## config.mk

```make
export PLATFORM = sky130hd
export DESIGN_NAME = rect_set_ops
export DESIGN_NICKNAME = d
export VERILOG_FILES = /design/src/design/rso_pkg.sv /design/src/design/rso_front.sv /design/src/design/rso_fifo.sv /design/src/design/rso_back.sv /design/src/design/rect_set_ops.sv
export SDC_FILE = /design/constraint.sdc
export NUM_CORES = 2
export LEC_CHECK = 0
export ABC_AREA = 1
export BUFFER_PORTS_ARGS = -buffer_cell sky130_fd_sc_hd__buf_2
export CAP_MARGIN = 20
export CORE_UTILIZATION = 55
export CTS_BUF_LIST = sky130_fd_sc_hd__clkbuf_8
export CTS_CLUSTER_SIZE = 16
export DETAILED_ROUTE_END_ITERATION = 10
export PLACE_DENSITY = 0.74
export SYNTH_ARGS = -nofsm -noshare
export SYNTH_HDL_FRONTEND = slang
export SYNTH_SLANG_ARGS = --single-unit
```

## constraint.sdc

```tcl
create_clock -name aclk -period 15.9 [get_ports aclk]
set_input_delay 0 -clock aclk [delete_from_list [all_inputs] [get_ports aclk]]
set_output_delay 0 -clock aclk [all_outputs]
set_load 0.02 [all_outputs]
```

## src/design/rso_pkg.sv

```systemverilog
`timescale 1ns / 1ps

package rso_pkg;

    localparam int COORD_BITS    = 16;
    localparam int EDGE_BITS     = COORD_BITS + 1;
    localparam int SIZE_BITS     = COORD_BITS + 2;
    localparam int IN_DATA_BITS  = 8 * COORD_BITS;
    localparam int OUT_RECT_BITS = 2 * EDGE_BITS + 2 * SIZE_BITS;
    localparam int OUT_DATA_BITS = ((OUT_RECT_BITS + 7) / 8) * 8;

    // job queue between front and back; depth must stay a power of two
    localparam int QUEUE_DEPTH = 2;
    localparam int QPTR_BITS   = $clog2(QUEUE_DEPTH);

    typedef enum logic [1:0] {
        CMD_INTERSECT  = 2'd0,
        CMD_UNION      = 2'd1,
        CMD_DIFFERENCE = 2'd2,
        CMD_MERGE      = 2'd3
    } cmd_t;

    // result pieces of one job, emitted from the lowest bit up
    localparam int PIECE_WHOLE  = 0;
    localparam int PIECE_RIGHT  = 1;
    localparam int PIECE_LEFT   = 2;
    localparam int PIECE_BOTTOM = 3;
    localparam int PIECE_TOP    = 4;
    localparam int PIECE_COUNT  = 5;

    typedef logic signed [COORD_BITS-1:0] coord_t;
    typedef logic signed [EDGE_BITS-1:0]  edge_t;
    typedef logic signed [SIZE_BITS-1:0]  size_t;
    typedef logic [PIECE_COUNT-1:0]       piece_mask_t;

    // a rectangle by its edges x0, y0, x1 and y1; x1 and y1 are exclusive
    typedef struct packed {
        edge_t x0;
        edge_t y0;
        edge_t x1;
        edge_t y1;
    } box_t;

    // outer: the whole rectangle or A; inner: intersection used to cut A
    typedef struct packed {
        piece_mask_t mask;
        box_t        outer;
        box_t        inner;
    } job_t;

    function automatic box_t make_box(coord_t x, coord_t y, coord_t w, coord_t h);
        box_t b;
        b.x0 = edge_t'(x);
        b.y0 = edge_t'(y);
        b.x1 = edge_t'(x) + edge_t'(w);
        b.y1 = edge_t'(y) + edge_t'(h);
        return b;
    endfunction

endpackage

```

## src/design/rso_front.sv

```systemverilog
`timescale 1ns / 1ps

module rso_front (
    input  logic                                aclk,
    input  logic                                aresetn,
    input  logic                                in_valid,
    output logic                                in_ready,
    input  rso_pkg::cmd_t                       in_cmd,
    input  logic [rso_pkg::IN_DATA_BITS-1:0]    in_data,
    output logic                                job_valid,
    input  logic                                job_ready,
    output rso_pkg::job_t                       job
);

    localparam int CB = rso_pkg::COORD_BITS;

    function automatic rso_pkg::edge_t emax(rso_pkg::edge_t p, rso_pkg::edge_t q);
        return ($signed(p) > $signed(q)) ? p : q;
    endfunction

    function automatic rso_pkg::edge_t emin(rso_pkg::edge_t p, rso_pkg::edge_t q);
        return ($signed(p) < $signed(q)) ? p : q;
    endfunction

    function automatic logic covers(rso_pkg::box_t o, rso_pkg::box_t p);
        return ($signed(p.x0) >= $signed(o.x0)) && ($signed(p.x1) <= $signed(o.x1)) &&
               ($signed(p.y0) >= $signed(o.y0)) && ($signed(p.y1) <= $signed(o.y1));
    endfunction

    // stage 1: edges and emptiness
    logic            s1_valid_reg;
    rso_pkg::cmd_t   s1_cmd_reg;
    rso_pkg::box_t   s1_a_reg, s1_b_reg;
    logic            s1_a_empty_reg, s1_b_empty_reg;

    // stage 2: intersection and union
    logic            s2_valid_reg;
    rso_pkg::cmd_t   s2_cmd_reg;
    rso_pkg::box_t   s2_a_reg, s2_b_reg, s2_i_reg, s2_u_reg;
    logic            s2_a_empty_reg, s2_b_empty_reg;
    rso_pkg::box_t   s2_i_next, s2_u_next;

    // stage 3: classified job
    logic            job_valid_reg;
    rso_pkg::job_t   job_reg, job_next;

    logic en1, en2, en3;

    rso_pkg::coord_t a_x, a_y, a_w, a_h, b_x, b_y, b_w, b_h;

    assign a_x = rso_pkg::coord_t'(in_data[0*CB +: CB]);
    assign a_y = rso_pkg::coord_t'(in_data[1*CB +: CB]);
    assign a_w = rso_pkg::coord_t'(in_data[2*CB +: CB]);
    assign a_h = rso_pkg::coord_t'(in_data[3*CB +: CB]);
    assign b_x = rso_pkg::coord_t'(in_data[4*CB +: CB]);
    assign b_y = rso_pkg::coord_t'(in_data[5*CB +: CB]);
    assign b_w = rso_pkg::coord_t'(in_data[6*CB +: CB]);
    assign b_h = rso_pkg::coord_t'(in_data[7*CB +: CB]);

    assign en3      = !job_valid_reg || job_ready;
    assign en2      = !s2_valid_reg || en3;
    assign en1      = !s1_valid_reg || en2;
    assign in_ready = en1;

    assign job_valid = job_valid_reg;
    assign job       = job_reg;

    always_ff @(posedge aclk) begin
        if (!aresetn) begin
            s1_valid_reg  <= 1'b0;
            s2_valid_reg  <= 1'b0;
            job_valid_reg <= 1'b0;
        end else begin
            if (en1) s1_valid_reg  <= in_valid;
            if (en2) s2_valid_reg  <= s1_valid_reg;
            if (en3) job_valid_reg <= s2_valid_reg;
        end
    end

    always_ff @(posedge aclk) begin
        if (en1 && in_valid) begin
            s1_cmd_reg     <= in_cmd;
            s1_a_reg       <= rso_pkg::make_box(a_x, a_y, a_w, a_h);
            s1_b_reg       <= rso_pkg::make_box(b_x, b_y, b_w, b_h);
            s1_a_empty_reg <= (a_w <= 0) || (a_h <= 0);
            s1_b_empty_reg <= (b_w <= 0) || (b_h <= 0);
        end
        if (en2 && s1_valid_reg) begin
            s2_cmd_reg     <= s1_cmd_reg;
            s2_a_reg       <= s1_a_reg;
            s2_b_reg       <= s1_b_reg;
            s2_i_reg       <= s2_i_next;
            s2_u_reg       <= s2_u_next;
            s2_a_empty_reg <= s1_a_empty_reg;
            s2_b_empty_reg <= s1_b_empty_reg;
        end
        if (en3 && s2_valid_reg) begin
            job_reg <= job_next;
        end
    end

    always_comb begin
        s2_i_next.x0 = emax(s1_a_reg.x0, s1_b_reg.x0);
        s2_i_next.y0 = emax(s1_a_reg.y0, s1_b_reg.y0);
        s2_i_next.x1 = emin(s1_a_reg.x1, s1_b_reg.x1);
        s2_i_next.y1 = emin(s1_a_reg.y1, s1_b_reg.y1);
        if (s1_a_empty_reg) begin
            s2_u_next = s1_b_reg;
        end else if (s1_b_empty_reg) begin
            s2_u_next = s1_a_reg;
        end else begin
            s2_u_next.x0 = emin(s1_a_reg.x0, s1_b_reg.x0);
            s2_u_next.y0 = emin(s1_a_reg.y0, s1_b_reg.y0);
            s2_u_next.x1 = emax(s1_a_reg.x1, s1_b_reg.x1);
            s2_u_next.y1 = emax(s1_a_reg.y1, s1_b_reg.y1);
        end
    end

    logic          i_full, u_full;
    logic          cut_r, cut_l, cut_b, cut_t;
    logic          mrg_r, mrg_l, mrg_b, mrg_t;
    rso_pkg::box_t mrg_piece;
    logic          merge_ok;

    always_comb begin
        i_full = ($signed(s2_i_reg.x1) > $signed(s2_i_reg.x0)) &&
                 ($signed(s2_i_reg.y1) > $signed(s2_i_reg.y0));
        u_full = ($signed(s2_u_reg.x1) > $signed(s2_u_reg.x0)) &&
                 ($signed(s2_u_reg.y1) > $signed(s2_u_reg.y0));

        // pieces of A left around the intersection
        cut_r = $signed(s2_a_reg.x1) > $signed(s2_i_reg.x1);
        cut_l = $signed(s2_i_reg.x0) > $signed(s2_a_reg.x0);
        cut_b = $signed(s2_a_reg.y1) > $signed(s2_i_reg.y1);
        cut_t = $signed(s2_i_reg.y0) > $signed(s2_a_reg.y0);

        // pieces of the bounding box around A; tiling needs exactly one,
        // and B must cover it
        mrg_r = $signed(s2_u_reg.x1) > $signed(s2_a_reg.x1);
        mrg_l = $signed(s2_a_reg.x0) > $signed(s2_u_reg.x0);
        mrg_b = $signed(s2_u_reg.y1) > $signed(s2_a_reg.y1);
        mrg_t = $signed(s2_a_reg.y0) > $signed(s2_u_reg.y0);

        if (mrg_r) begin
            mrg_piece = '{x0: s2_a_reg.x1, y0: s2_a_reg.y0, x1: s2_u_reg.x1, y1: s2_a_reg.y1};
        end else if (mrg_l) begin
            mrg_piece = '{x0: s2_u_reg.x0, y0: s2_a_reg.y0, x1: s2_a_reg.x0, y1: s2_a_reg.y1};
        end else if (mrg_b) begin
            mrg_piece = '{x0: s2_u_reg.x0, y0: s2_a_reg.y1, x1: s2_u_reg.x1, y1: s2_u_reg.y1};
        end else begin
            mrg_piece = '{x0: s2_u_reg.x0, y0: s2_u_reg.y0, x1: s2_u_reg.x1, y1: s2_a_reg.y0};
        end

        merge_ok = !i_full && u_full &&
                   (s2_a_empty_reg || s2_b_empty_reg ||
                    ($onehot({mrg_r, mrg_l, mrg_b, mrg_t}) && covers(s2_b_reg, mrg_piece)));

        job_next.mask  = '0;
        job_next.outer = s2_a_reg;
        job_next.inner = s2_i_reg;
        unique case (s2_cmd_reg)
            rso_pkg::CMD_INTERSECT: begin
                job_next.outer                    = s2_i_reg;
                job_next.mask[rso_pkg::PIECE_WHOLE] = 1'b1;
            end
            rso_pkg::CMD_UNION: begin
                job_next.outer                    = s2_u_reg;
                job_next.mask[rso_pkg::PIECE_WHOLE] = 1'b1;
            end
            rso_pkg::CMD_DIFFERENCE: begin
                if (!i_full) begin
                    job_next.mask[rso_pkg::PIECE_WHOLE] = 1'b1;
                end else begin
                    job_next.mask[rso_pkg::PIECE_RIGHT]  = cut_r;
                    job_next.mask[rso_pkg::PIECE_LEFT]   = cut_l;
                    job_next.mask[rso_pkg::PIECE_BOTTOM] = cut_b;
                    job_next.mask[rso_pkg::PIECE_TOP]    = cut_t;
                end
            end
            rso_pkg::CMD_MERGE: begin
                job_next.outer                    = s2_u_reg;
                job_next.mask[rso_pkg::PIECE_WHOLE] = merge_ok;
            end
            default: begin
                job_next.mask = '0;
            end
        endcase
    end

endmodule

```

## src/design/rso_fifo.sv

```systemverilog
`timescale 1ns / 1ps

module rso_fifo (
    input  logic           aclk,
    input  logic           aresetn,
    input  logic           push_valid,
    output logic           push_ready,
    input  rso_pkg::job_t  push_job,
    output logic           pop_valid,
    input  logic           pop_ready,
    output rso_pkg::job_t  pop_job
);

    rso_pkg::job_t                  entry_reg [rso_pkg::QUEUE_DEPTH];
    logic [rso_pkg::QPTR_BITS-1:0]  wr_ptr_reg, rd_ptr_reg;
    logic [rso_pkg::QPTR_BITS:0]    count_reg, count_next;
    logic                           push, pop;

    assign push_ready = count_reg != (rso_pkg::QPTR_BITS + 1)'(rso_pkg::QUEUE_DEPTH);
    assign pop_valid  = count_reg != '0;
    assign pop_job    = entry_reg[rd_ptr_reg];
    assign push       = push_valid && push_ready;
    assign pop        = pop_valid && pop_ready;

    always_comb begin
        count_next = count_reg;
        if (push && !pop) count_next = count_reg + 1'b1;
        if (pop && !push) count_next = count_reg - 1'b1;
    end

    always_ff @(posedge aclk) begin
        if (!aresetn) begin
            wr_ptr_reg <= '0;
            rd_ptr_reg <= '0;
            count_reg  <= '0;
        end else begin
            count_reg <= count_next;
            if (push) wr_ptr_reg <= wr_ptr_reg + 1'b1;
            if (pop)  rd_ptr_reg <= rd_ptr_reg + 1'b1;
        end
    end

    always_ff @(posedge aclk) begin
        if (push) begin
            entry_reg[wr_ptr_reg] <= push_job;
        end
    end

endmodule

```

## src/design/rso_back.sv

```systemverilog
`timescale 1ns / 1ps

module rso_back (
    input  logic                                aclk,
    input  logic                                aresetn,
    input  logic                                job_valid,
    output logic                                job_pop,
    input  rso_pkg::job_t                       job,
    output logic                                out_valid,
    input  logic                                out_ready,
    output logic [rso_pkg::OUT_DATA_BITS-1:0]   out_data,
    output logic                                out_present,
    output logic                                out_last
);

    localparam int EB = rso_pkg::EDGE_BITS;
    localparam int SB = rso_pkg::SIZE_BITS;

    rso_pkg::piece_mask_t done_reg, done_next;
    rso_pkg::piece_mask_t remain, pick;
    logic                 more, advance;

    logic                                out_valid_reg;
    logic [rso_pkg::OUT_DATA_BITS-1:0]   out_data_reg, out_data_next;
    logic                                out_present_reg;
    logic                                out_last_reg;

    rso_pkg::box_t  piece;
    rso_pkg::size_t piece_w, piece_h;

    assign remain  = job.mask & ~done_reg;
    assign pick    = remain & (~remain + 1'b1);
    assign more    = |(remain & ~pick);
    assign advance = job_valid && (!out_valid_reg || out_ready);
    assign job_pop = advance && !more;

    always_comb begin
        piece = job.outer;
        if (pick[rso_pkg::PIECE_RIGHT]) begin
            piece = '{x0: job.inner.x1, y0: job.inner.y0, x1: job.outer.x1, y1: job.inner.y1};
        end else if (pick[rso_pkg::PIECE_LEFT]) begin
            piece = '{x0: job.outer.x0, y0: job.inner.y0, x1: job.inner.x0, y1: job.inner.y1};
        end else if (pick[rso_pkg::PIECE_BOTTOM]) begin
            piece = '{x0: job.outer.x0, y0: job.inner.y1, x1: job.outer.x1, y1: job.outer.y1};
        end else if (pick[rso_pkg::PIECE_TOP]) begin
            piece = '{x0: job.outer.x0, y0: job.outer.y0, x1: job.outer.x1, y1: job.inner.y0};
        end

        piece_w = rso_pkg::size_t'(piece.x1) - rso_pkg::size_t'(piece.x0);
        piece_h = rso_pkg::size_t'(piece.y1) - rso_pkg::size_t'(piece.y0);

        out_data_next = '0;
        if (|job.mask) begin
            out_data_next[0 +: EB]           = piece.x0;
            out_data_next[EB +: EB]          = piece.y0;
            out_data_next[2*EB +: SB]        = piece_w;
            out_data_next[2*EB + SB +: SB]   = piece_h;
        end

        done_next = done_reg;
        if (advance) begin
            done_next = more ? (done_reg | pick) : '0;
        end
    end

    always_ff @(posedge aclk) begin
        if (!aresetn) begin
            out_valid_reg <= 1'b0;
            done_reg      <= '0;
        end else begin
            done_reg <= done_next;
            if (advance) begin
                out_valid_reg <= 1'b1;
            end else if (out_ready) begin
                out_valid_reg <= 1'b0;
            end
        end
    end

    always_ff @(posedge aclk) begin
        if (advance) begin
            out_data_reg    <= out_data_next;
            out_present_reg <= |job.mask;
            out_last_reg    <= !more;
        end
    end

    assign out_valid   = out_valid_reg;
    assign out_data    = out_data_reg;
    assign out_present = out_present_reg;
    assign out_last    = out_last_reg;

endmodule

```

## src/design/rect_set_ops.sv

```systemverilog
`timescale 1ns / 1ps

// Set operations on two axis-aligned rectangles (intersect, union, A minus B,
// merge). Each input transfer gives a command and rectangles A and B; it yields
// one to four output transfers, the final one marked by m_axis_tlast: one for
// intersect, union and merge, up to four for a difference. The output stage
// issues one rectangle per cycle unless m_axis_tready holds it back. A
// three-stage front end classifies each input into a job and parks it in a
// two-entry queue, so inputs keep flowing while the output side drains or
// stalls, until the queue and the front end fill up.
// m_axis_tuser flags whether the transfer carries a rectangle; an empty
// difference or a failed merge gives one transfer with the flag low and zeros.

module rect_set_ops (
    input  logic                                aclk,
    input  logic                                aresetn,

    input  logic                                s_axis_tvalid,
    output logic                                s_axis_tready,
    // a_x, a_y, a_width, a_height, b_x, b_y, b_width, b_height (16 bits each)
    input  logic [rso_pkg::IN_DATA_BITS-1:0]    s_axis_tdata,
    // cmd
    input  logic [1:0]                          s_axis_tuser,

    output logic                                m_axis_tvalid,
    input  logic                                m_axis_tready,
    // out_x (17), out_y (17), out_width (18), out_height (18), zero fill
    output logic [rso_pkg::OUT_DATA_BITS-1:0]   m_axis_tdata,
    // present
    output logic                                m_axis_tuser,
    output logic                                m_axis_tlast
);

    logic           fr_valid, fr_ready;
    rso_pkg::job_t  fr_job;
    logic           q_valid, q_pop;
    rso_pkg::job_t  q_job;

    rso_front u_front (
        .aclk      (aclk),
        .aresetn   (aresetn),
        .in_valid  (s_axis_tvalid),
        .in_ready  (s_axis_tready),
        .in_cmd    (rso_pkg::cmd_t'(s_axis_tuser)),
        .in_data   (s_axis_tdata),
        .job_valid (fr_valid),
        .job_ready (fr_ready),
        .job       (fr_job)
    );

    rso_fifo u_fifo (
        .aclk       (aclk),
        .aresetn    (aresetn),
        .push_valid (fr_valid),
        .push_ready (fr_ready),
        .push_job   (fr_job),
        .pop_valid  (q_valid),
        .pop_ready  (q_pop),
        .pop_job    (q_job)
    );

    rso_back u_back (
        .aclk        (aclk),
        .aresetn     (aresetn),
        .job_valid   (q_valid),
        .job_pop     (q_pop),
        .job         (q_job),
        .out_valid   (m_axis_tvalid),
        .out_ready   (m_axis_tready),
        .out_data    (m_axis_tdata),
        .out_present (m_axis_tuser),
        .out_last    (m_axis_tlast)
    );

    // an empty result always stands alone
    a_absent_is_last: assert property (@(posedge aclk) disable iff (!aresetn)
        m_axis_tvalid && !m_axis_tuser |-> m_axis_tlast)
        else $error("empty result not marked last");

    a_absent_is_zero: assert property (@(posedge aclk) disable iff (!aresetn)
        m_axis_tvalid && !m_axis_tuser |-> m_axis_tdata == '0)
        else $error("empty result carries nonzero rectangle");

    // only difference pieces come in runs, and those are never empty
    a_run_is_present: assert property (@(posedge aclk) disable iff (!aresetn)
        m_axis_tvalid && !m_axis_tlast |-> m_axis_tuser)
        else $error("non-final result without a rectangle");

endmodule

```

# Word level (Yosys, flattened, before mapping)
# Memories as Yosys holds them, arrays and structs flattened. A register that Yosys moved wholly into a read port is not among the register bits.
# Index checks and enable logic that the tools add are counted.
# Widths: inputs -> output; s select.
[totals]
reg_bits = 634
ramBits = 282
elab_cells = 177
n_memories = 1
[mem_list]
columns = ["name", "words", "word_bits", "rd", "rd_clocked_by_memory_dff", "wr", "line_no", "text"]
rows = [
  ["u_fifo.entry_reg", 2, 141, 1, 1, 1, "rso_fifo.sv:14", "rso_pkg::job_t entry_reg [rso_pkg::QUEUE_DEPTH];"],
]
[op_classes]
add_sub_neg = 14
n_lt_le_gt_ge = 28
n_eq_ne = 5
muxes = 29
bitwise = 7
n_reduce_logical = 42
[op_table]
columns = ["cell", "count"]
rows = [
  ["$mux 68", 4],
  ["$mux 51", 4],
  ["$gt 17x17->1", 10],
  ["$mux 17", 9],
  ["$pmux 68 s2", 1],
  ["$add 16x16->17", 4],
  ["$le 16x1->1 const B", 4],
  ["$sub 17x17->18", 2],
  ["$ge 17x16->1", 2],
  ["$gt 16x17->1", 2],
  ["$gt 17x16->1", 2],
  ["$le 17x17->1", 2],
  ["$lt 17x17->1", 2],
  ["$gt 16x16->1", 2],
  ["$lt 16x16->1", 2],
  ["$logic_and 1x1->1", 17],
  ["$and 5x5->5", 3],
  ["$not 5->5", 3],
  ["$reduce_or 5->1", 2],
  ["$logic_not 1->1", 8],
  ["$logic_or 1x1->1", 8],
  ["$mux 1", 7],
  ["$reduce_bool 2->1", 3],
  ["$add 5x1->5 const B", 1],
  ["other kinds (16)", 21],
]

# Logic depth before layout (Yosys ltp)
[logic_depth]
word_depth = 15
depth_mapped = 32
depth_no_buf = 31

# Hierarchy
# From an unflattened synthesis, not the netlist that was laid out.
[hier_totals]
cells_unflattened = 4545
hier_area_um2 = 48806.8
[modules_own_cells]
columns = ["mod", "n_inst", "cells_per_inst", "area_per_inst_um2", "seq_area_each_um2"]
rows = [
  ["rso_front", 1, 3256, 32140.8, 16305.6],
  ["rso_fifo", 1, 475, 10781.6, 8568.2],
  ["rso_back", 1, 814, 5884.4, 2282.2],
]

# Worst setup path after synthesis
# OpenSTA, ideal clock, no wires.
[synth_path]
kind = "register to register"
from = "register u_fifo.count_reg[1] in the netlist's numbering"
to = "register u_front.s1_a_empty_reg, enable pin"
setup_time_ns = 0.636
arrival_ns = 6.361
t_required_ns = 15.264
setup_slack_ns = 8.903
path_stages_with_launch = 8
n_path_buf = 0
path_cell_list = "dfxtp_1 -> inv_1 -> nor3_1 -> inv_1 -> nor2_1 -> inv_1 -> nor2_1 -> nor2_1"
[synth_between]
elab_chain_cells = 5
[synth_lines]
columns = ["element", "line_no", "text"]
rows = [
  ["start, declared", "rso_fifo.sv:16", "logic [rso_pkg::QPTR_BITS:0] count_reg, count_next;"],
  ["start signal, assigned", "rso_fifo.sv:37", "count_reg <= count_next;"],
  ["$ne 2x2->1", "rso_fifo.sv:19", "assign push_ready = count_reg != (rso_pkg::QPTR_BITS + 1)'(rso_pkg::QUEUE_DEPTH);"],
  ["$logic_or 1x1->1", "rso_front.sv:60", "assign en3 = !job_valid_reg || job_ready;"],
  ["$logic_or 1x1->1", "rso_front.sv:61", "assign en2 = !s2_valid_reg || en3;"],
  ["$logic_or 1x1->1", "rso_front.sv:62", "assign en1 = !s1_valid_reg || en2;"],
  ["$logic_and 1x1->1", "rso_front.sv:81", "if (en1 && in_valid) begin"],
  ["end signal, assigned", "rso_front.sv:85", "s1_a_empty_reg <= (a_w <= 0) || (a_h <= 0);"],
  ["end, declared", "rso_front.sv:34", "logic s1_a_empty_reg, s1_b_empty_reg;"],
]
# Every way passes these cells.
# A chain may end at the register's enable or synchronous reset.

==> metrics.md <==
| Metric | Value |
|---|---|
| Status | finished clean |
| F_max | 153 MHz |
| Area growth syn-to-layout | 16.3% |
| CTS tree | done |
| Residual DRC | 0 |
| Routed Antenna Nets | 0 |
| Core Area | around 0.084 mm² |
| Async SR Flop Fraction | 0% |
| Yosys Warn Count | 0 |
| Crit path required time | 16.51 ns |
| Critical Path, Cell by Cell | inv_2 > buf_4 > nand2_1 > nand2_1 > nand2_1 > nand2_1 > nor2_2 > nor2_4 > inv_1 > a21oi_1 > o21ai_0 > o21ai_0 > ha_1 > inv_1 > fa_1 > nand3_1 > a31oi_1 > nor2_1 > o21ai_0 > a21oi_1 > o21ai_0 > o21ai_0 > a21oi_1 |
| Startpoint Class | register |
| Syn avg cell area | 10.5 µm² |
| Nets | 5,572 |
| Tcrit/Tclk final | between 40 and 50% |
| Reg2reg end | u_back.out_data[66] |
| Unrepaired setup endpoints after global routing | no |
| First-pass GRT wire length | approximately 180,000 µm |
| Total GRT Usage | between 20% and 30% |
| Pin count of the biggest net entering global routing | about 120 |
| Vias in the first global route | 33,200 |
| Starting density of the core | 55.8% |
| Final core utilization | 64.9% |
| Total negative slack | 0 ns |
| Hold Path End | u_front.s1_valid_reg |
| Avg Vias per Cell | 5.57 |
| Hpwl dp | 86,700 µm |
| Proportion of synthesized area in mux cells | 0.475% |
| Crit Path Class | register to register |
| Post-synth EDFFs | 887 |
| Worst Max-Slew Pin Slew | approximately 1 ns |
| Fill count | 6,450 |
| RePlAce Congestion | just under 1 |
| Htree depth | 4 |
| Met3 GRT Util | 4.19% |
| Clock root buffer | clkbuf_8 |
| Most common cell after layout, fill and taps aside | edfxtp_1 |
| Top Usage Layer GRT | met2 |
| Compound-cell area share of the yosys netlist | between 10% and 20% |
| Vias | 34,800 |
| Drt initial violations | 3,248 |
| CP max-delay cell | dfxtp_4 |
| Most frequent cells in the layout | edfxtp_1, nand2_1, inv_1 |
| CP peak stage delay | 0.89 ns |
| Synth Cell Area | 0.0469 mm² |
| Fraction of layout cells with a size suffix above 1 | 8.87% |
| GR Util met1 | about 40% |
| Total Power | 5810 µW |
| Post-Synth Adder-Cell Area | 11.9% |
| Leak Pwr | 0.0232 µW |
| Slew Limit Fails | 0 |
| PD cells | approximately 110 mW/mm² |
| Final min period | 6.55 ns |
| XOR/XNOR Fraction of Synth Area | 1.08% |
| Final setup viols | 0 |
| Hold Crit Start | s_axis_tvalid |
| IO Count | 210 |
| Relative slew slack | 32.9% |
| Routed WL | 119,000 µm |
| Post-Place Cells | 5,727 |
| Pre-Repair DR Iteration Count | 6 |
| Cts bufs inserted | approximately 150 |
| Largest register FFs | around 270 |
| Cell Rows | 106 |
| Commonest register cell after synthesis | edfxtp_1 |
| Post-synthesis sequential area ratio | 57.4% |
| CP endpoint kind | register |
| Cells after Synth | 4,478 |
| Arr. time, crit path | ~7.2 ns |
| Number of port buffers | 207 |
| Multi-input logic area | 0.0174 mm² |
| Simple-gate share of the synthesized area | 13.0% |
| Die width | 294 µm |
| Die height | about 290 µm |
| Antenna violations before repair | 3 |
| Fin Clk Skew | 0.0417 ns |
| Final std cells w/o fill | between 6,000 and 7,000 |
| Max FO, Critical Path | 67 |
| CTS max path bufs | 3 |
| Num Clock Sinks | 901 |
| Maximum vdd drop | 0.0760 mV |
| Routed len/inst | about 19 µm |
| Synth Register Bits | 901 |
| R2r setup slk | between 9 and 10 ns |
| Die area | 0.0864 mm² |
| Clock-pin slew on the worst setup and hold paths | 0.06 ns |
| Final hold violation count | 0 |
| GR Util met2 | 42.8% |
| Main combinational cell family by area after synthesis | simple AND/OR/NAND/NOR gates |
| R2R cell count | 23 |
| Worst skew pair latency | 0.78 ns |
| Min-delay worst type | primary input to register |
| Grt total ovfl | 0 |
| Post-CTS sizing | 0 |
| Top cell by count, worst path | o21ai_0 |
| Unique masters post-synth | 53 |
| Register Area | 0.0269 mm² |
| Max Cap Viol | 0 |
| WHS Path Cells | 4 |
logic make-up (layout without fill, tap and decap cells):
logic type / count (synthesis) / count (layout)
other: 1 / 5
AOI/OAI and AO/OA: 901 / 901
and+or+nand+nor: 1478 / 1478
adders and majority gates: 443 / 443
muxes: 22 / 22
DFF: 901 / 901
xor gates and xnor gates: 58 / 58
buffers and inverters: 674 / 1302
cell usage after synthesis (8+ instances only):
cell	count	area, µm²
a21boi_0	10	75.1
a21o_1	21	158
a21oi_1	295	1480
a22oi_1	54	405
a31oi_1	24	150
buf_1	10	37.5
buf_2	32	160
clkbuf_1	76	285
dfxtp_1	14	280
edfxtp_1	887	26600
ha_1	436	5460
inv_1	547	2050
mux2i_1	20	200
nand2_1	861	3230
nand3_1	116	581
nand3b_1	8	60.1
nand4_1	68	425
nor2_1	342	1280
nor3_1	37	185
nor4_1	19	119
o211ai_1	37	278
o21ai_0	402	2010
o21ai_1	13	65.1
o22ai_1	14	87.6
o31ai_1	9	67.6
or2_2	8	50.1
xnor2_1	21	184
xor2_1	37	324
worst max-delay path: cells and delay by family, from the launching register on:
| kind | cells | cell delay, ns |
|---|---|---|
| adder cells (fa/ha/maj) | 2 | 0.50 |
| buffers and inverters | 4 | 1.54 |
| flip-flops | 1 | 0.89 |
| AO/OA/AOI/OAI | 9 | 1.64 |
| AND/OR/NAND/NOR | 8 | 1.76 |
final cells by class:
type,count,area share (%)
clock buffers,151,3.81
well taps,1134,2.60
multi-input cells,2904,32.0
flip-flops and latches,901,49.4
repair buffers,489,6.99
diodes,3,0.0138
clock inverters,110,1.38
inverters,552,3.82
per-stage QoR:
stage / setup slack (ns) / hold WS [ns] / cell area (µm²)
after CTS: 9.33 / 0.000136 / 54400
final: 9.35 / 0.0821 / 54500
after detailed placement: 9.37 / 0.204 / 49100
after global placement: 9.65 / 0.199 / 49100
after floorplan: 8.90 / 0.0989 / 46900
after global routing: 8.50 / 0.0549 / 54500
layer usage:
metal | wire length [µm] | up-vias
met5 | 13 | -
met4 | 2790 | 2
met3 | 10500 | 196
met2 | 53100 | 1533
met1 | 52400 | 16300
li1 | - | 16700
how the worst max path moves through the flow:
stage | startpoint | endpoint | slack (ns)
after detailed placement | register | u_back.out_data[66] | 9.37
after CTS | register | u_back.out_data[66] | 9.33
after global placement | register | u_back.out_data[66] | 9.65
after floorplan | u_fifo.count_reg[1] | u_front.s1_a_empty_reg | 8.90
after global routing | register | u_back.out_data[66] | 8.50
final | register | u_back.out_data[66] | 9.35
power by group:
part / internal (µW) / switching (µW)
Combinational: 365 / 593
Clock: 1050 / 910
Sequential: 2770 / 122
Total: 4180 / 1620
repair_timing:
action,4_1_cts,5_1_grt
hold buffers,250,0
setup buffers,0,0
endpoints found under the setup margin,0,0
endpoints found under the hold margin,150,0
No activity file was read; power rests on OpenSTA's default activity.
